<file path="src/rtl/kcs_pkg.sv">
// Shared types, constants and text tables for the keypad calculator sequencer.
// No dependencies; every other file in rtl/ but kcs_div.sv imports this package.
package kcs_pkg;

	// LCD command bytes and characters
	localparam logic [7:0] CMD_CLEAR   = 8'h01;
	localparam logic [7:0] CMD_HOME    = 8'h02;
	localparam logic [7:0] ASCII_ZERO  = 8'h30;
	localparam logic [7:0] ASCII_NINE  = 8'h39;
	localparam logic [7:0] ASCII_MINUS = 8'h2D;

	// keys
	localparam logic [7:0] KEY_PLUS   = 8'h2B;
	localparam logic [7:0] KEY_MINUS  = 8'h2D;
	localparam logic [7:0] KEY_TIMES  = 8'h78;
	localparam logic [7:0] KEY_DIVIDE = 8'h2F;
	localparam logic [7:0] KEY_EQUALS = 8'h3D;
	localparam logic [7:0] KEY_CLEAR  = 8'h43;

	// calculator phases
	localparam logic [1:0] PH_FIRST  = 2'd0;
	localparam logic [1:0] PH_OPER   = 2'd1;
	localparam logic [1:0] PH_SECOND = 2'd2;
	localparam logic [1:0] PH_EQUALS = 2'd3;

	// operator codes
	localparam logic [1:0] OP_ADD = 2'd0;
	localparam logic [1:0] OP_SUB = 2'd1;
	localparam logic [1:0] OP_MUL = 2'd2;
	localparam logic [1:0] OP_DIV = 2'd3;

	// error texts, left aligned and padded to sixteen characters
	localparam logic [127:0] TXT_INPUT    = "Wrong Input     ";
	localparam logic [127:0] TXT_FUNCTION = "Wrong Function  ";
	localparam logic [127:0] TXT_DIVZERO  = "Division by zero";

	typedef enum logic [1:0] {
		MSG_INPUT,
		MSG_FUNCTION,
		MSG_DIVZERO
	} msg_sel_t;

	typedef enum logic [2:0] {
		SEL_CLEAR,
		SEL_HOME,
		SEL_ECHO,
		SEL_TEXT,
		SEL_MINUS,
		SEL_TENS,
		SEL_UNITS
	} byte_sel_t;

	typedef enum logic [3:0] {
		ST_IDLE,
		ST_LEAD,
		ST_ECHO,
		ST_CLEAR,
		ST_ERR_CLEAR,
		ST_ERR_TEXT,
		ST_ERR_HOME,
		ST_CALC,
		ST_DIV_WAIT,
		ST_SIGN,
		ST_TENS,
		ST_UNITS
	} state_t;

	// controller to datapath
	typedef struct packed {
		logic      load_key;
		logic      emit;
		byte_sel_t sel;
		logic      last;
		logic      advance;
		logic      phase_clr;
		logic      msg_load;
		msg_sel_t  msg_sel;
		logic      msg_inc;
		logic      calc;
		logic      div_load;
	} cmd_t;

	// datapath to controller
	typedef struct packed {
		logic [1:0] phase;
		logic       key_digit;
		logic       key_oper;
		logic       key_equals;
		logic       key_clear;
		logic       op_div;
		logic       div_zero;
		logic       res_neg;
		logic       tens_nz;
		logic       msg_end;
		logic       div_done;
		logic       out_free;
	} status_t;

	function automatic logic [7:0] msg_char(msg_sel_t sel, logic [3:0] idx);
		logic [127:0] txt;
		logic [6:0]   pos;
		case (sel)
			MSG_INPUT:    txt = TXT_INPUT;
			MSG_FUNCTION: txt = TXT_FUNCTION;
			MSG_DIVZERO:  txt = TXT_DIVZERO;
			default:      txt = TXT_INPUT;
		endcase
		pos = {~idx, 3'b000};
		return txt[pos +: 8];
	endfunction

	function automatic logic [3:0] msg_last(msg_sel_t sel);
		case (sel)
			MSG_INPUT:    return 4'd10;
			MSG_FUNCTION: return 4'd13;
			MSG_DIVZERO:  return 4'd15;
			default:      return 4'd10;
		endcase
	endfunction

endpackage

</file>
<file path="src/rtl/keypad_calculator_sequencer.sv">
// Top level of the single-digit keypad calculator sequencer.
// Depends on kcs_pkg, kcs_ctrl, kcs_datapath (and kcs_div below it).
//
//   channel | valid     | stall     | payload
//   --------+-----------+-----------+---------------------------
//   key in  | key_valid | key_stall | key
//   lcd out | lcd_valid | lcd_stall | is_data, lcd_byte, last
//
// One key is worked at a time: the controller accepts it in ST_IDLE, then
// sends its display bytes (1 to 19 bytes), held while lcd_stall is high.
// A result passes ST_CALC for the arithmetic and then ST_SIGN, ST_TENS and
// ST_UNITS, the sign and tens printed only when needed; a quotient also waits
// in ST_DIV_WAIT on the bit-serial divider between ST_CALC and ST_SIGN.
// arst_n clears the controller, the phase and the output valid at once.
// lcd_stall holds the byte sequencer; a new key is taken while the final
// byte of the previous run still waits in the output register.
module keypad_calculator_sequencer (
	input  logic       clk,
	input  logic       arst_n,
	input  logic       key_valid,
	output logic       key_stall,
	input  logic [7:0] key,
	output logic       lcd_valid,
	input  logic       lcd_stall,
	output logic       is_data,
	output logic [7:0] lcd_byte,
	output logic       last
);

	import kcs_pkg::*;

	cmd_t    cmd;
	status_t status;

	// sequence the bytes of each transaction
	kcs_ctrl u_ctrl (
		.clk       (clk),
		.arst_n    (arst_n),
		.key_valid (key_valid),
		.key_stall (key_stall),
		.status    (status),
		.cmd       (cmd)
	);

	// hold the calculator state, compute the result, drive the output register
	kcs_datapath u_dp (
		.clk       (clk),
		.arst_n    (arst_n),
		.key       (key),
		.cmd       (cmd),
		.status    (status),
		.lcd_stall (lcd_stall),
		.lcd_valid (lcd_valid),
		.is_data   (is_data),
		.lcd_byte  (lcd_byte),
		.last      (last)
	);

`ifndef NO_ASSERTIONS
	// an accepted key always starts a run: the input closes the next cycle
	a_accept_closes: assert property (@(posedge clk) disable iff (!arst_n)
		key_valid && !key_stall |=> key_stall)
		else $error("key input still open after a transaction");

	// the input reopens only after the final byte of the run was loaded
	a_reopen_after_last: assert property (@(posedge clk) disable iff (!arst_n)
		$fell(key_stall) |-> $past(cmd.emit && cmd.last && status.out_free))
		else $error("key input reopened before the final byte");

	// a loaded byte shows up on the output
	a_emit_shows: assert property (@(posedge clk) disable iff (!arst_n)
		cmd.emit && status.out_free |=> lcd_valid)
		else $error("emitted byte did not reach the output register");

	// the divider only finishes for a divide
	a_div_only: assert property (@(posedge clk) disable iff (!arst_n)
		status.div_done |-> status.op_div)
		else $error("divider finished without a divide operator");
`endif

endmodule

</file>
<file path="src/rtl/kcs_div.sv">
// Four-bit restoring divider, one quotient bit per cycle.
// Depends on kcs_pkg only by convention; uses no package items.
module kcs_div (
	input  logic       clk,
	input  logic       arst_n,
	input  logic       start,
	input  logic [3:0] dividend,
	input  logic [3:0] divisor,
	output logic       done,
	output logic [3:0] quotient
);

	logic       busy_q;
	logic       done_q;
	logic [1:0] cnt_q;
	logic [3:0] rem_q;
	logic [3:0] quo_q;
	logic [4:0] trial;
	logic [4:0] diff;
	logic       fits;

	assign trial = {rem_q, quo_q[3]};
	assign diff  = trial - {1'b0, divisor};
	assign fits  = trial >= {1'b0, divisor};

	always_ff @(posedge clk or negedge arst_n) begin
		if (!arst_n) begin
			busy_q <= 1'b0;
			done_q <= 1'b0;
			cnt_q  <= 2'd0;
		end else begin
			done_q <= 1'b0;
			if (start) begin
				busy_q <= 1'b1;
				cnt_q  <= 2'd0;
			end else if (busy_q) begin
				cnt_q <= cnt_q + 2'd1;
				if (cnt_q == 2'd3) begin
					busy_q <= 1'b0;
					done_q <= 1'b1;
				end
			end
		end
	end

	always_ff @(posedge clk) begin
		if (start) begin
			rem_q <= 4'd0;
			quo_q <= dividend;
		end else if (busy_q) begin
			rem_q <= fits ? diff[3:0] : trial[3:0];
			quo_q <= {quo_q[2:0], fits};
		end
	end

	assign done     = done_q;
	assign quotient = quo_q;

endmodule

</file>
<file path="src/rtl/kcs_datapath.sv">
// Datapath: key, calculator state, result arithmetic, text index and output register.
// Depends on kcs_pkg and kcs_div.
module kcs_datapath (
	input  logic             clk,
	input  logic             arst_n,
	input  logic [7:0]       key,
	input  kcs_pkg::cmd_t    cmd,
	output kcs_pkg::status_t status,
	input  logic             lcd_stall,
	output logic             lcd_valid,
	output logic             is_data,
	output logic [7:0]       lcd_byte,
	output logic             last
);

	import kcs_pkg::*;

	logic [7:0]  key_q;
	logic [1:0]  phase_q;
	logic [3:0]  first_q;
	logic [1:0]  op_q;
	logic [3:0]  second_q;
	msg_sel_t    msg_sel_q;
	logic [3:0]  msg_idx_q;
	logic        neg_q;
	logic [6:0]  mag_q;
	logic        valid_q;
	logic        is_data_q;
	logic [7:0]  byte_q;
	logic        last_q;

	logic [1:0]  key_op_code;
	logic        div_start;
	logic        div_done;
	logic [3:0]  quotient;
	logic [7:0]  product;
	logic [14:0] tens_prod;
	logic [3:0]  tens;
	logic [6:0]  tens_x10;
	logic [6:0]  units_full;
	logic [3:0]  units;
	logic        out_free;
	logic [7:0]  next_byte;
	logic        next_is_data;

	// key decode
	always_comb begin
		case (key_q)
			KEY_PLUS:  key_op_code = OP_ADD;
			KEY_MINUS: key_op_code = OP_SUB;
			KEY_TIMES: key_op_code = OP_MUL;
			default:   key_op_code = OP_DIV;
		endcase
	end

	always_ff @(posedge clk) begin
		if (cmd.load_key)
			key_q <= key;
	end

	// calculator state
	always_ff @(posedge clk or negedge arst_n) begin
		if (!arst_n) begin
			phase_q  <= PH_FIRST;
			first_q  <= 4'd0;
			op_q     <= OP_ADD;
			second_q <= 4'd0;
		end else if (cmd.advance) begin
			case (phase_q)
				PH_FIRST: begin
					first_q <= key_q[3:0];
					phase_q <= PH_OPER;
				end
				PH_OPER: begin
					op_q    <= key_op_code;
					phase_q <= PH_SECOND;
				end
				PH_SECOND: begin
					second_q <= key_q[3:0];
					phase_q  <= PH_EQUALS;
				end
				default: phase_q <= PH_FIRST;
			endcase
		end else if (cmd.phase_clr) begin
			phase_q <= PH_FIRST;
		end
	end

	// error text pointer
	always_ff @(posedge clk or negedge arst_n) begin
		if (!arst_n) begin
			msg_sel_q <= MSG_INPUT;
			msg_idx_q <= 4'd0;
		end else if (cmd.msg_load) begin
			msg_sel_q <= cmd.msg_sel;
			msg_idx_q <= 4'd0;
		end else if (cmd.msg_inc) begin
			msg_idx_q <= msg_idx_q + 4'd1;
		end
	end

	// arithmetic
	assign div_start = cmd.calc && (op_q == OP_DIV);
	assign product   = {4'd0, first_q} * {4'd0, second_q};

	kcs_div u_div (
		.clk      (clk),
		.arst_n   (arst_n),
		.start    (div_start),
		.dividend (first_q),
		.divisor  (second_q),
		.done     (div_done),
		.quotient (quotient)
	);

	always_ff @(posedge clk) begin
		if (cmd.calc) begin
			case (op_q)
				OP_ADD: begin
					neg_q <= 1'b0;
					mag_q <= {3'd0, first_q} + {3'd0, second_q};
				end
				OP_SUB: begin
					neg_q <= first_q < second_q;
					mag_q <= (first_q < second_q) ? {3'd0, second_q - first_q}
					                              : {3'd0, first_q - second_q};
				end
				OP_MUL: begin
					neg_q <= 1'b0;
					mag_q <= product[6:0];
				end
				default: ;
			endcase
		end else if (cmd.div_load) begin
			neg_q <= 1'b0;
			mag_q <= {3'd0, quotient};
		end
	end

	// tens by reciprocal, exact for magnitudes below 1029
	assign tens_prod  = {8'd0, mag_q} * 15'd205;
	assign tens       = tens_prod[14:11];
	assign tens_x10   = {tens, 3'b000} + {2'b00, tens, 1'b0};
	assign units_full = mag_q - tens_x10;
	assign units      = units_full[3:0];

	// byte select
	always_comb begin
		next_is_data = 1'b1;
		case (cmd.sel)
			SEL_CLEAR: begin
				next_byte    = CMD_CLEAR;
				next_is_data = 1'b0;
			end
			SEL_HOME: begin
				next_byte    = CMD_HOME;
				next_is_data = 1'b0;
			end
			SEL_ECHO:  next_byte = key_q;
			SEL_TEXT:  next_byte = msg_char(msg_sel_q, msg_idx_q);
			SEL_MINUS: next_byte = ASCII_MINUS;
			SEL_TENS:  next_byte = ASCII_ZERO + {4'd0, tens};
			SEL_UNITS: next_byte = ASCII_ZERO + {4'd0, units};
			default:   next_byte = key_q;
		endcase
	end

	// output register
	assign out_free = !valid_q || !lcd_stall;

	always_ff @(posedge clk or negedge arst_n) begin
		if (!arst_n)
			valid_q <= 1'b0;
		else if (cmd.emit && out_free)
			valid_q <= 1'b1;
		else if (!lcd_stall)
			valid_q <= 1'b0;
	end

	always_ff @(posedge clk) begin
		if (cmd.emit && out_free) begin
			is_data_q <= next_is_data;
			byte_q    <= next_byte;
			last_q    <= cmd.last;
		end
	end

	assign lcd_valid = valid_q;
	assign is_data   = is_data_q;
	assign lcd_byte  = byte_q;
	assign last      = last_q;

	// status
	assign status.phase      = phase_q;
	assign status.key_digit  = key_q inside {[ASCII_ZERO:ASCII_NINE]};
	assign status.key_oper   = key_q inside {KEY_PLUS, KEY_MINUS, KEY_TIMES, KEY_DIVIDE};
	assign status.key_equals = key_q == KEY_EQUALS;
	assign status.key_clear  = key_q == KEY_CLEAR;
	assign status.op_div     = op_q == OP_DIV;
	assign status.div_zero   = second_q == 4'd0;
	assign status.res_neg    = neg_q;
	assign status.tens_nz    = tens != 4'd0;
	assign status.msg_end    = msg_idx_q == msg_last(msg_sel_q);
	assign status.div_done   = div_done;
	assign status.out_free   = out_free;

endmodule

</file>
<file path="src/rtl/kcs_ctrl.sv">
// Controller state machine: sequences the display bytes of one key.
// Depends on kcs_pkg.
module kcs_ctrl (
	input  logic             clk,
	input  logic             arst_n,
	input  logic             key_valid,
	output logic             key_stall,
	input  kcs_pkg::status_t status,
	output kcs_pkg::cmd_t    cmd
);

	import kcs_pkg::*;

	state_t state_q;
	state_t state_d;
	logic   advance;
	logic   fire;
	logic   div_error;

	// a key that moves the calculation forward ends its run with the echo
	assign advance = ((status.phase == PH_FIRST || status.phase == PH_SECOND)
	                  && status.key_digit)
	              || (status.phase == PH_OPER && status.key_oper);
	assign div_error = status.phase == PH_EQUALS && status.key_equals
	                && status.op_div && status.div_zero;
	assign fire = cmd.emit && status.out_free;

	always_ff @(posedge clk or negedge arst_n) begin
		if (!arst_n)
			state_q <= ST_IDLE;
		else
			state_q <= state_d;
	end

	always_comb begin
		state_d = state_q;
		case (state_q)
			ST_IDLE: begin
				if (key_valid)
					state_d = (status.phase == PH_FIRST) ? ST_LEAD : ST_ECHO;
			end
			ST_LEAD: begin
				if (fire)
					state_d = ST_ECHO;
			end
			ST_ECHO: begin
				if (fire) begin
					if (advance)
						state_d = ST_IDLE;
					else if (status.key_clear)
						state_d = ST_CLEAR;
					else if (status.phase == PH_EQUALS && status.key_equals && !div_error)
						state_d = ST_CALC;
					else
						state_d = ST_ERR_CLEAR;
				end
			end
			ST_CLEAR: begin
				if (fire)
					state_d = ST_IDLE;
			end
			ST_ERR_CLEAR: begin
				if (fire)
					state_d = ST_ERR_TEXT;
			end
			ST_ERR_TEXT: begin
				if (fire && status.msg_end)
					state_d = ST_ERR_HOME;
			end
			ST_ERR_HOME: begin
				if (fire)
					state_d = ST_IDLE;
			end
			ST_CALC: begin
				state_d = status.op_div ? ST_DIV_WAIT : ST_SIGN;
			end
			ST_DIV_WAIT: begin
				if (status.div_done)
					state_d = ST_SIGN;
			end
			ST_SIGN: begin
				if (!status.res_neg || fire)
					state_d = ST_TENS;
			end
			ST_TENS: begin
				if (!status.tens_nz || fire)
					state_d = ST_UNITS;
			end
			ST_UNITS: begin
				if (fire)
					state_d = ST_IDLE;
			end
			default: state_d = ST_IDLE;
		endcase
	end

	always_comb begin
		cmd.load_key  = 1'b0;
		cmd.emit      = 1'b0;
		cmd.sel       = SEL_ECHO;
		cmd.last      = 1'b0;
		cmd.advance   = 1'b0;
		cmd.phase_clr = 1'b0;
		cmd.msg_load  = 1'b0;
		cmd.msg_sel   = MSG_INPUT;
		cmd.msg_inc   = 1'b0;
		cmd.calc      = 1'b0;
		cmd.div_load  = 1'b0;
		key_stall     = 1'b1;
		case (state_q)
			ST_IDLE: begin
				key_stall    = 1'b0;
				cmd.load_key = key_valid;
			end
			ST_LEAD: begin
				cmd.emit = 1'b1;
				cmd.sel  = SEL_CLEAR;
			end
			ST_ECHO: begin
				cmd.emit      = 1'b1;
				cmd.sel       = SEL_ECHO;
				cmd.last      = advance;
				cmd.advance   = status.out_free && advance;
				cmd.phase_clr = status.out_free && !advance;
				cmd.msg_load  = status.out_free;
				if (status.phase == PH_OPER)
					cmd.msg_sel = MSG_FUNCTION;
				else if (div_error)
					cmd.msg_sel = MSG_DIVZERO;
				else
					cmd.msg_sel = MSG_INPUT;
			end
			ST_CLEAR: begin
				cmd.emit = 1'b1;
				cmd.sel  = SEL_CLEAR;
				cmd.last = 1'b1;
			end
			ST_ERR_CLEAR: begin
				cmd.emit = 1'b1;
				cmd.sel  = SEL_CLEAR;
			end
			ST_ERR_TEXT: begin
				cmd.emit    = 1'b1;
				cmd.sel     = SEL_TEXT;
				cmd.msg_inc = status.out_free;
			end
			ST_ERR_HOME: begin
				cmd.emit = 1'b1;
				cmd.sel  = SEL_HOME;
				cmd.last = 1'b1;
			end
			ST_CALC: begin
				cmd.calc = 1'b1;
			end
			ST_DIV_WAIT: begin
				cmd.div_load = status.div_done;
			end
			ST_SIGN: begin
				cmd.emit = status.res_neg;
				cmd.sel  = SEL_MINUS;
			end
			ST_TENS: begin
				cmd.emit = status.tens_nz;
				cmd.sel  = SEL_TENS;
			end
			ST_UNITS: begin
				cmd.emit = 1'b1;
				cmd.sel  = SEL_UNITS;
				cmd.last = 1'b1;
			end
			default: ;
		endcase
	end

endmodule

</file>
<file path="config.mk">
export PLATFORM = sky130hd
export DESIGN_NAME = keypad_calculator_sequencer
export DESIGN_NICKNAME = d
export VERILOG_FILES = /design/src/rtl/kcs_pkg.sv /design/src/rtl/keypad_calculator_sequencer.sv /design/src/rtl/kcs_div.sv /design/src/rtl/kcs_datapath.sv /design/src/rtl/kcs_ctrl.sv
export SDC_FILE = /design/constraint.sdc
export NUM_CORES = 1
export LEC_CHECK = 0
export BUFFER_PORTS_ARGS = -buffer_cell sky130_fd_sc_hd__buf_2
export CORE_MARGIN = 3
export CORE_UTILIZATION = 45
export DETAILED_ROUTE_END_ITERATION = 8
export SYNTH_ARGS = -nofsm -noshare
export SYNTH_HDL_FRONTEND = slang
export SYNTH_SLANG_ARGS = --single-unit
</file>
<file path="constraint.sdc">
create_clock -name clk -period 7.5 [get_ports clk]
set_clock_uncertainty 0.15 [all_clocks]
set_input_delay 0.375 -clock clk [delete_from_list [all_inputs] [get_ports clk]]
set_output_delay 0.375 -clock clk [all_outputs]
set_load 0.05 [all_outputs]
</file>
==> results of run 1 <==
critical path, stage by stage, from the launching register on:
cell and delay [ps]:
edfxtp_1 440, ha_1 350, inv_1 60, fa_1 490
inv_1 40, ha_1 270, inv_1 50, fa_1 500
inv_1 40, ha_1 300, a211oi_1 250, nor3_1 140
or3_1 380, xor2_1 180, ha_1 310, nor3b_1 300
nor2_1 80, o21a_1 120, o21a_1 190, or4_1 390
nand3_1 90
what timing repair did:
action / in CTS / in global routing
hold buffers: 1 / 0
setup buffers: 0 / 0
hold endpoints to repair: 27 / 0
endpoints found under the setup margin: 0 / 0
sequential cells by signal, summed over array words and instances (netlist names):
signal and flops:
u_dp.mag_q 7, u_dp.key_q 8, u_dp.u_div.quotient 4, u_dp.lcd_byte 8, u_dp.last 1, u_ctrl.state_q 4
u_dp.phase_q 2, u_dp.is_data 1, u_dp.msg_sel_q 2, u_dp.op_q 2, u_dp.u_div.rem_q 4, u_dp.second_q 4
u_dp.neg_q 1, u_dp.first_q 4, u_dp.u_div.done 1, u_dp.u_div.cnt_q 2, u_dp.u_div.busy_q 1, u_dp.lcd_valid 1
u_dp.msg_idx_q 4
worst paths after layout:
kind / slack, ps / end / start / depth (start not counted)
setup / recovery: 2230 / u_dp.lcd_byte[3] / u_dp.mag_q[4] / 20
hold / removal: 70 / u_dp.key_q[1] / key[1] / 1
setup reg to reg: 2230 / u_dp.lcd_byte[3] / u_dp.mag_q[4] / 20
hold reg to reg: 310 / u_dp.u_div.rem_q[3] / u_dp.u_div.rem_q[3] / 2
max in group asynchronous: 6330 / u_ctrl.state_q[1] / arst_n / 2
min in group asynchronous: 450 / u_dp.msg_idx_q[3] / arst_n / 2
logic make-up (layout without fill, tap and decap cells):
logic type	after synthesis	in the layout	synth area share, %
AND/OR/NAND/NOR	183	183	16.0
adder cells (fa/ha/maj)	95	95	22.9
XOR/XNOR	22	22	3.50
multiplexers	25	25	4.90
buffers and inverters	93	112	6.26
AO/OA/AOI/OAI	141	141	17.4
flip-flops	61	61	29.0
routing by layer:
| metal | up-vias | global-route usage (%) | wire [µm] |
|---|---|---|---|
| met5 | - | 0 | 0 |
| met1 | 2291 | 29.5 | 6520 |
| met3 | 17 | 3.73 | 810 |
| met4 | 0 | 5.72 | 199 |
| met2 | 155 | 31.2 | 6290 |
| li1 | 2257 | - | - |
stage by stage:
stage	hold slack [ps]	cells	util, %
after detailed placement	281	790	48.8
after global routing	62.7	807	51.1
after CTS	54.0	807	51.1
after floorplan	-70.6	620	-
after global placement	276	790	48.8
final	66.0	807	51.1
power by group through the flow:
stage | registers (µW) | logic (µW) | clock network, µW
floorplan | 356 | 0.0205 | 0
global placement | 356 | 5.77 | 0
detailed placement | 356 | 6.15 | 0
CTS | 349 | 6.54 | 396
global route | 349 | 7.21 | 408
finish | 349 | 6.20 | 387
Yosys cell counts, types with 7 or more instances:
cell type / number / area share [%]
clkbuf_1: 14 / 0.92
xor2_1: 8 / 1.2
nor3_1: 11 / 0.96
a21oi_1: 25 / 2.2
mux2_2: 11 / 2.2
nor2_1: 45 / 3.0
xnor2_1: 13 / 2.0
nor2b_1: 7 / 0.77
dfrtp_1: 27 / 12
mux2i_1: 10 / 1.8
fa_1: 16 / 5.6
o21ai_0: 33 / 2.9
nand2_1: 49 / 3.2
inv_1: 68 / 4.5
o21a_1: 8 / 1.1
ha_1: 79 / 17
edfxtp_1: 30 / 16
nand3_1: 19 / 1.7
layout make-up:
class	count	share of cell area, %
multi-input cells	466	59.3
inverters	71	4.27
clock inverters	5	0.521
well taps	168	3.37
clock buffers	11	3.89
flip-flops and latches	61	26.5
repair buffers	25	2.12
==> impl_metrics.env, run 1 <==
export IMPL_outcome="finished, final reports clean"
export IMPL_syn_num_nets=727
export IMPL_initial_core_util_pct=46.8
export IMPL_comb_power_share_pct=0.8
export IMPL_final_common_cell="ha_1"
export IMPL_synthCells=620
export IMPL_drc=0
export IMPL_drt_iter0_drc=465
export IMPL_num_io_pins=24
export IMPL_ys_ff_latch=61
export IMPL_cp_start_kind="flop"
export IMPL_clkLatencyLatePin_ps=330
export IMPL_cts_tree="yes"
export IMPL_grt_pass1_wl_mm=23.3
export IMPL_gr_total_overflow=0
export IMPL_crit_path_max_fanout=6
export IMPL_rsz0062_at_grt="false"
export IMPL_layout_nets=741
export IMPL_die_y_um=119
export IMPL_dpl_instance_area_um2=5960
export IMPL_grt_max_degree=28
export IMPL_grtUsageTotal_pct=20.4
export IMPL_post_place_ws_ps=2240
export IMPL_design_core_area_um2=12200
export IMPL_clock_sinks=61
export IMPL_std_cell_rows=40
export IMPL_grt_pass1_vias=4560
export IMPL_setup_violations=0
export IMPL_fillers=1180
export IMPL_period_needed_ps=5270
export IMPL_die_w_um=119
export IMPL_num_vias=4720
export IMPL_io_buffer_count=23
export IMPL_max_slew_margin_pct=33.8
export IMPL_drive_gt1_share_pct=11.0
export IMPL_worst_pin_slew_ps=993
export IMPL_async_flop_share_pct=44.3
export IMPL_hold_class="input port to flop"
export IMPL_cts_inserted_buffers=9
export IMPL_multi_input_area_um2=3700
export IMPL_max_freq_ghz=0.190
export IMPL_drt_vias_per_instance=5.85
export IMPL_synthDistinctLibCells=81
export IMPL_drtAntennaViolNets=0
export IMPL_clk_path_buf_depth=2
export IMPL_synth_edf_count=30
export IMPL_area_growth_synth_to_final_pct=9.22
export IMPL_layout_common_cells="ha_1 (79), inv_1 (68), nand2_1 (49), nor2_1 (45), o21ai_0 (33)"
export IMPL_insertedDiodeCount=0
export IMPL_irDropWorstVdd_uv=134
export IMPL_p_switching_uw=157
export IMPL_root_buffer="clkbuf_16"
export IMPL_internal_power_uw=585
export IMPL_p_sw_share_pct=21.2
export IMPL_dieArea_um2=14100
export IMPL_power_uw=743
export IMPL_end_kind="flop"
export IMPL_antenna_found_initial=0
export IMPL_post_cts_resized=0
export IMPL_leakage_uw=0.00277
export IMPL_clkPwrFrac_pct=52.1
export IMPL_slew_violations=0
export IMPL_routabilityCongestion=0.902
export IMPL_cp_required_ps=7550
export IMPL_ys_warn_count=0
export IMPL_avgSynthCellArea_um2=9.22
export IMPL_regArea_um2=1660
export IMPL_routed_wl_mm=13.8
export IMPL_critPathArrivalTime_ps=5320
export IMPL_synth_flop_cell="edfxtp_1"
export IMPL_seq_area_frac_synth_pct=29.0
export IMPL_drv_cap=0
export IMPL_final_area_um2=6240
export IMPL_cts_clk_slew_worst_paths_ps=60
export IMPL_dr_pass1_iters=5
export IMPL_htree_levels=3
export IMPL_dp_hpwl_mm=10.8
export IMPL_worst_slack_ps=2230
export IMPL_avgRoutedWirePerCell_um=17.1
export IMPL_seqPwrFrac_pct=47.0
export IMPL_worst_setup_path_type="flop to flop"
export IMPL_fin_crit_sh_pct=70.3
export IMPL_setup_tns_ps=0
export IMPL_hold_violations=0
export IMPL_synth_area_um2=5720
export IMPL_powerDensity_nw_per_um2=119
Note: power is estimated with default switching activity, not from simulation.
==> run 2: changes to the inputs <==
==> constraint.sdc (replaced) <==
create_clock -name clk -period 4.8 [get_ports clk]
set_clock_uncertainty 0.15 [all_clocks]
set_input_delay 0.24 -clock clk [delete_from_list [all_inputs] [get_ports clk]]
set_output_delay 0.24 -clock clk [all_outputs]
set_load 0.05 [all_outputs]
==> run 2 against run 1 <==
  * The flow now finishes with violations (negative setup slack)
  * Setup slack lost 2400 ps
  * Sequential power up 56%
  * Count of clock-buffer cells in the layout up 1
  * Hold slack improved by 1.1 ps
  * Maximum frequency increased by 5.8%
==> impl_metrics.env, run 2 (synthesized netlist as in run 1, its figures left out) <==
export IMPL_p_switching_uw=227
export IMPL_design_core_area_um2=12200
export IMPL_max_freq_ghz=0.201
export IMPL_max_slew_margin_pct=37.1
export IMPL_setup_violations=1
export IMPL_routed_wl_mm=14.2
export IMPL_cts_tree="yes"
export IMPL_gr_total_overflow=0
export IMPL_slew_violations=0
export IMPL_grt_max_degree=28
export IMPL_crit_end="u_dp.lcd_byte[3]"
export IMPL_drive_gt1_share_pct=17.5
export IMPL_multi_input_area_um2=3910
export IMPL_die_w_um=119
export IMPL_crit_start="u_dp.mag_q[4]"
export IMPL_post_place_ws_ps=-148
export IMPL_internal_power_uw=932
export IMPL_comb_power_share_pct=1.2
export IMPL_std_cell_rows=40
export IMPL_irDropWorstVdd_uv=233
export IMPL_use_met2_pct=32.0
export IMPL_grt_pass1_wl_mm=23.6
export IMPL_violations="negative setup slack"
export IMPL_r2r_start="u_dp.mag_q[4]"
export IMPL_final_common_cell="ha_1"
export IMPL_leakage_uw=0.00290
export IMPL_top_usage_layer="met2"
export IMPL_setup_tns_ps=-185
export IMPL_drc=0
export IMPL_num_io_pins=24
export IMPL_hold_class="input port to flop"
export IMPL_regArea_um2=1660
export IMPL_insertedDiodeCount=0
export IMPL_dpl_instance_area_um2=6120
export IMPL_utilization_pct=54.9
export IMPL_htree_levels=3
export IMPL_layout_common_cells="ha_1 (67), inv_1 (63), nand2_1 (49), nor2_1 (45), o21ai_0 (32)"
export IMPL_cp_required_ps=4840
export IMPL_initial_core_util_pct=46.8
export IMPL_drt_iter0_drc=428
export IMPL_crit_path_max_fanout=2
export IMPL_p_sw_share_pct=19.6
export IMPL_hold_violations=0
export IMPL_drv_cap=0
export IMPL_end_kind="flop"
export IMPL_area_growth_synth_to_final_pct=17.4
export IMPL_routabilityCongestion=0.873
export IMPL_powerDensity_nw_per_um2=173
export IMPL_cts_clk_slew_worst_paths_ps=50
export IMPL_clkPwrFrac_pct=51.6
export IMPL_rrSetupSlack_ps=-190
export IMPL_clk_path_buf_depth=2
export IMPL_num_vias=4847
export IMPL_outcome="finished, violations left"
export IMPL_final_area_um2=6710
export IMPL_antenna_found_initial=0
export IMPL_worstReg2RegEnd="u_dp.lcd_byte[3]"
export IMPL_fin_crit_sh_pct=104
export IMPL_drtAntennaViolNets=0
export IMPL_grtUsageMet3_pct=4.40
export IMPL_dieArea_um2=14100
export IMPL_die_y_um=119
export IMPL_grtUsageTotal_pct=20.4
export IMPL_fillers=1129
export IMPL_worst_r2r_cell_count=20
export IMPL_layout_nets=771
export IMPL_root_buffer="clkbuf_16"
export IMPL_grt_pass1_vias=4784
export IMPL_critPathArrivalTime_ps=5030
export IMPL_drt_vias_per_instance=5.79
export IMPL_seqPwrFrac_pct=47.2
export IMPL_clock_sinks=61
export IMPL_dp_hpwl_mm=10.9
export IMPL_rsz0062_at_grt="true"
export IMPL_worst_setup_path_type="flop to flop"
export IMPL_clkLatencyLatePin_ps=330
export IMPL_avgRoutedWirePerCell_um=17.0
export IMPL_period_needed_ps=4990
export IMPL_io_buffer_count=23
export IMPL_cp_start_kind="flop"
export IMPL_grtUsageMet1_pct=28.5
export IMPL_cts_inserted_buffers=9
export IMPL_dr_pass1_iters=5
export IMPL_worst_pin_slew_ps=934
export IMPL_worst_slack_ps=-185
export IMPL_power_uw=1160
## run 2: changes by cell type in the layout (fill, tap and decap cells not counted), moves of 2 or more
cell | before | now
a211oi_1 | 6 | 4
buf_4 | 1 | 22
nor3_2 | 1 | 3
inv_2 | 1 | 6
inv_1 | 68 | 63
clkinv_2 | 1 | 3
a211oi_2 | 0 | 2
ha_1 | 79 | 67
ha_4 | 0 | 11
inv_4 | 3 | 0
dlygate4sd3_1 | 1 | 9
nor3_1 | 11 | 9
## run 2: worst min path at each step
| stage | from | end | slack (ps) | depth (start not counted) |
|---|---|---|---|---|
| floorplan | arst_n | u_ctrl.state_q[0] | -210 | 0 |
| global placement | arst_n | u_dp.msg_idx_q[0] | 140 | 1 |
| detailed placement | arst_n | u_dp.msg_idx_q[0] | 150 | 1 |
| CTS | lcd_stall | u_dp.lcd_valid | 50 | 3 |
| global route | lcd_stall | u_dp.lcd_valid | 80 | 3 |
| finish | lcd_stall | u_dp.lcd_valid | 70 | 3 |
## run 2: stage by stage
| step | std cells | hold slack (ps) |
|---|---|---|
| finish | 837 | 67.1 |
| global route | 837 | 82.0 |
| CTS | 834 | 49.5 |
| detailed placement | 808 | 148 |
| global placement | 808 | 143 |
| floorplan | 620 | -206 |
## run 2: critical path, stage by stage, from the launching register on
cell and delay, ps:
edfxtp_1 440, ha_4 300, inv_2 30, fa_1 490
inv_2 50, ha_4 260, inv_2 30, fa_1 510
inv_2 50, ha_4 210, a211oi_2 230, nor3_2 90
or3_4 430, xor2_4 170, ha_4 280, nor3b_4 180
buf_4 150, nor4_4 40, o21a_1 200, or4_1 470
nand3_1 90
## run 2: power by group through the flow
stage / Clock (µW) / Combinational (µW) / Sequential, µW
floorplan: 0 / 0.0309 / 556
global placement: 0 / 9.07 / 556
detailed placement: 0 / 9.44 / 556
CTS: 614 / 14.9 / 546
global route: 639 / 16.4 / 546
finish: 598 / 14.5 / 546
## run 2: layout make-up
class,instances,share of cell area [%]
clock buffer,12,3.84
clock inverter,4,0.336
inverter,71,3.97
multi-input combinational,466,58.3
sequential,61,24.7
tap,168,3.13
timing repair buffer,55,5.69
## run 2: metal layers
layer,part of all wire [%],vias up,wire (µm)
met1,46,2336,6540
met5,0,-,0
met4,1.8,0,259
li1,-,2333,-
met2,46,154,6580
met3,5.8,24,824
## run 2: what timing repair did
item / 4_1_cts / 5_1_grt
endpoints found under the hold margin: 35 / 0
hold buffers: 9 / 0
gates resized for setup: 8 / 17
endpoints found under the setup margin: 2 / 13
setup buffers: 1 / 3
pin swaps: 6 / 16
==> run 3: changes to the inputs <==
--- a/config.mk
+++ b/config.mk
@@ -9,6 +9,7 @@
 export CORE_MARGIN = 3
 export CORE_UTILIZATION = 45
 export DETAILED_ROUTE_END_ITERATION = 8
+export PLACE_DENSITY = 0.63
 export SYNTH_ARGS = -nofsm -noshare
 export SYNTH_HDL_FRONTEND = slang
 export SYNTH_SLANG_ARGS = --single-unit
==> run 3 against run 2 <==
  * The flow still finishes with violations (negative setup slack)
  * Total power up 4.8%
  * Critical path depth up 1
  * Flip-flop and latch count unchanged
  * Routed wire length down 2.8%
  * Final cell count up 0.12%
  * Non-clock buffer count up 1
  * Combinational power about the same
  * Global-route usage down 0.96 points
  * Critical endpoint unchanged
  * Largest cell class unchanged
==> impl_metrics.env, run 3 (synthesized netlist as in run 1, its figures left out) <==
export IMPL_layout_common_cells="ha_1 (69), inv_1 (64), nand2_1 (49), nor2_1 (45), o21ai_0 (33)"
export IMPL_dieArea_um2=14100
export IMPL_worst_pin_slew_ps=971
export IMPL_cts_tree="yes"
export IMPL_cts_clk_slew_worst_paths_ps=50
export IMPL_area_growth_synth_to_final_pct=17.8
export IMPL_std_cell_rows=40
export IMPL_fin_crit_sh_pct=103
export IMPL_drc=0
export IMPL_die_y_um=119
export IMPL_multi_input_area_um2=3900
export IMPL_setup_violations=2
export IMPL_grt_max_degree=28
export IMPL_routed_wl_mm=13.8
export IMPL_insertedDiodeCount=0
export IMPL_final_common_cell="ha_1"
export IMPL_leakage_uw=0.00292
export IMPL_fillers=1107
export IMPL_powerDensity_nw_per_um2=180
export IMPL_clock_sinks=61
export IMPL_clk_path_buf_depth=2
export IMPL_htree_levels=3
export IMPL_max_freq_ghz=0.203
export IMPL_grt_pass1_wl_mm=22.6
export IMPL_critPathArrivalTime_ps=4980
export IMPL_grt_pass1_vias=4610
export IMPL_io_buffer_count=23
export IMPL_dp_hpwl_mm=10.5
export IMPL_layout_nets=772
export IMPL_routabilityCongestion=0.890
export IMPL_rsz0062_at_grt="true"
export IMPL_worst_r2r_cell_count=21
export IMPL_num_io_pins=24
export IMPL_dr_pass1_iters=6
export IMPL_cp_start_kind="flop"
export IMPL_dpl_instance_area_um2=6090
export IMPL_outcome="finished, violations left"
export IMPL_drtAntennaViolNets=0
export IMPL_avgRoutedWirePerCell_um=16.5
export IMPL_post_place_ws_ps=-149
export IMPL_num_vias=4734
export IMPL_gr_total_overflow=0
export IMPL_antenna_found_initial=0
export IMPL_setup_tns_ps=-132
export IMPL_hold_class="input port to flop"
export IMPL_max_slew_margin_pct=35.0
export IMPL_clkLatencyLatePin_ps=330
export IMPL_utilization_pct=55.1
export IMPL_hold_violations=0
export IMPL_design_core_area_um2=12200
export IMPL_die_w_um=119
export IMPL_period_needed_ps=4930
export IMPL_regArea_um2=1660
export IMPL_drv_cap=0
export IMPL_grtUsageTotal_pct=19.5
export IMPL_worst_setup_path_type="flop to flop"
export IMPL_cp_required_ps=4850
export IMPL_initial_core_util_pct=46.8
export IMPL_min_path_cells=3
export IMPL_final_area_um2=6730
export IMPL_drt_vias_per_instance=5.65
export IMPL_worst_slack_ps=-131
export IMPL_cts_inserted_buffers=9
export IMPL_drive_gt1_share_pct=17.6
export IMPL_end_kind="flop"
export IMPL_drt_iter0_drc=289
export IMPL_crit_path_max_fanout=2
export IMPL_slew_violations=0
export IMPL_root_buffer="clkbuf_16"
export IMPL_violations="negative setup slack"
export IMPL_irDropWorstVdd_uv=277
## run 3: layer usage
metal | GRT usage, % | vias up | wire [µm]
li1 | - | 2321 | -
met1 | 27.0 | 2267 | 6450
met2 | 31.9 | 130 | 6490
met3 | 3.64 | 16 | 734
met4 | 4.06 | 0 | 133
met5 | 0 | - | 0
## run 3: per-stage QoR
stage	cells	total power (µW)	hold slack [ps]
CTS	832	1230	86.9
finish	838	1210	113
global placement	804	565	149
floorplan	620	556	-206
global route	838	1250	128
detailed placement	804	566	154
## run 3: critical path, cell delays in order (launching register included)
cell and delay [ps]:
edfxtp_1 410, buf_6 140, ha_4 260, inv_2 30, fa_1 470, inv_1 40
ha_1 280, inv_2 40, fa_1 480, inv_2 50, ha_4 240, a211oi_4 210
nor3_2 80, or3_4 350, xor2_2 160, ha_1 310, nor3b_4 260, nor2_1 60
o21a_1 120, o21a_1 170, or4_1 390, nand3_1 90
## run 3: final cells by class
| cell class | count | area share [%] |
|---|---|---|
| sequential | 61 | 24.6 |
| inverter | 71 | 3.96 |
| clock inverter | 7 | 1.21 |
| tap | 168 | 3.12 |
| multi-input combinational | 466 | 57.9 |
| clock buffer | 9 | 3.35 |
| timing repair buffer | 56 | 5.84 |
## run 3: path summary, 6_finish.rpt
| check | from | endpoint | slack (ps) |
|---|---|---|---|
| worst max-delay path | u_dp.mag_q[5] | u_dp.lcd_byte[3] | -130 |
| worst min-delay path | lcd_stall | u_dp.lcd_valid | 110 |
| worst max register to register | u_dp.mag_q[5] | u_dp.lcd_byte[3] | -130 |
| worst min register to register | u_dp.u_div.rem_q[3] | u_dp.u_div.rem_q[3] | 340 |
| max in group asynchronous | arst_n | u_dp.msg_idx_q[1] | 3750 |
| min in group asynchronous | arst_n | u_dp.second_q[0] | 320 |
## run 3: where the power goes
part           internal [µW]  total [µW]       switching, µW  leakage [µW]
clock                    408         654                 245      0.000147
combinational           7.88        14.8                6.88       0.00214
sequential               546         546  0.0000000000000234      0.000637
## run 3: timing repair
| action | 4_1_cts | 5_1_grt |
|---|---|---|
| setup buffers | 3 | 7 |
| pin swaps | 10 | 13 |
| hold buffers | 9 | 0 |
| gates resized for setup | 8 | 16 |
| endpoints found under the hold margin | 35 | 0 |
| setup endpoints to repair | 2 | 2 |
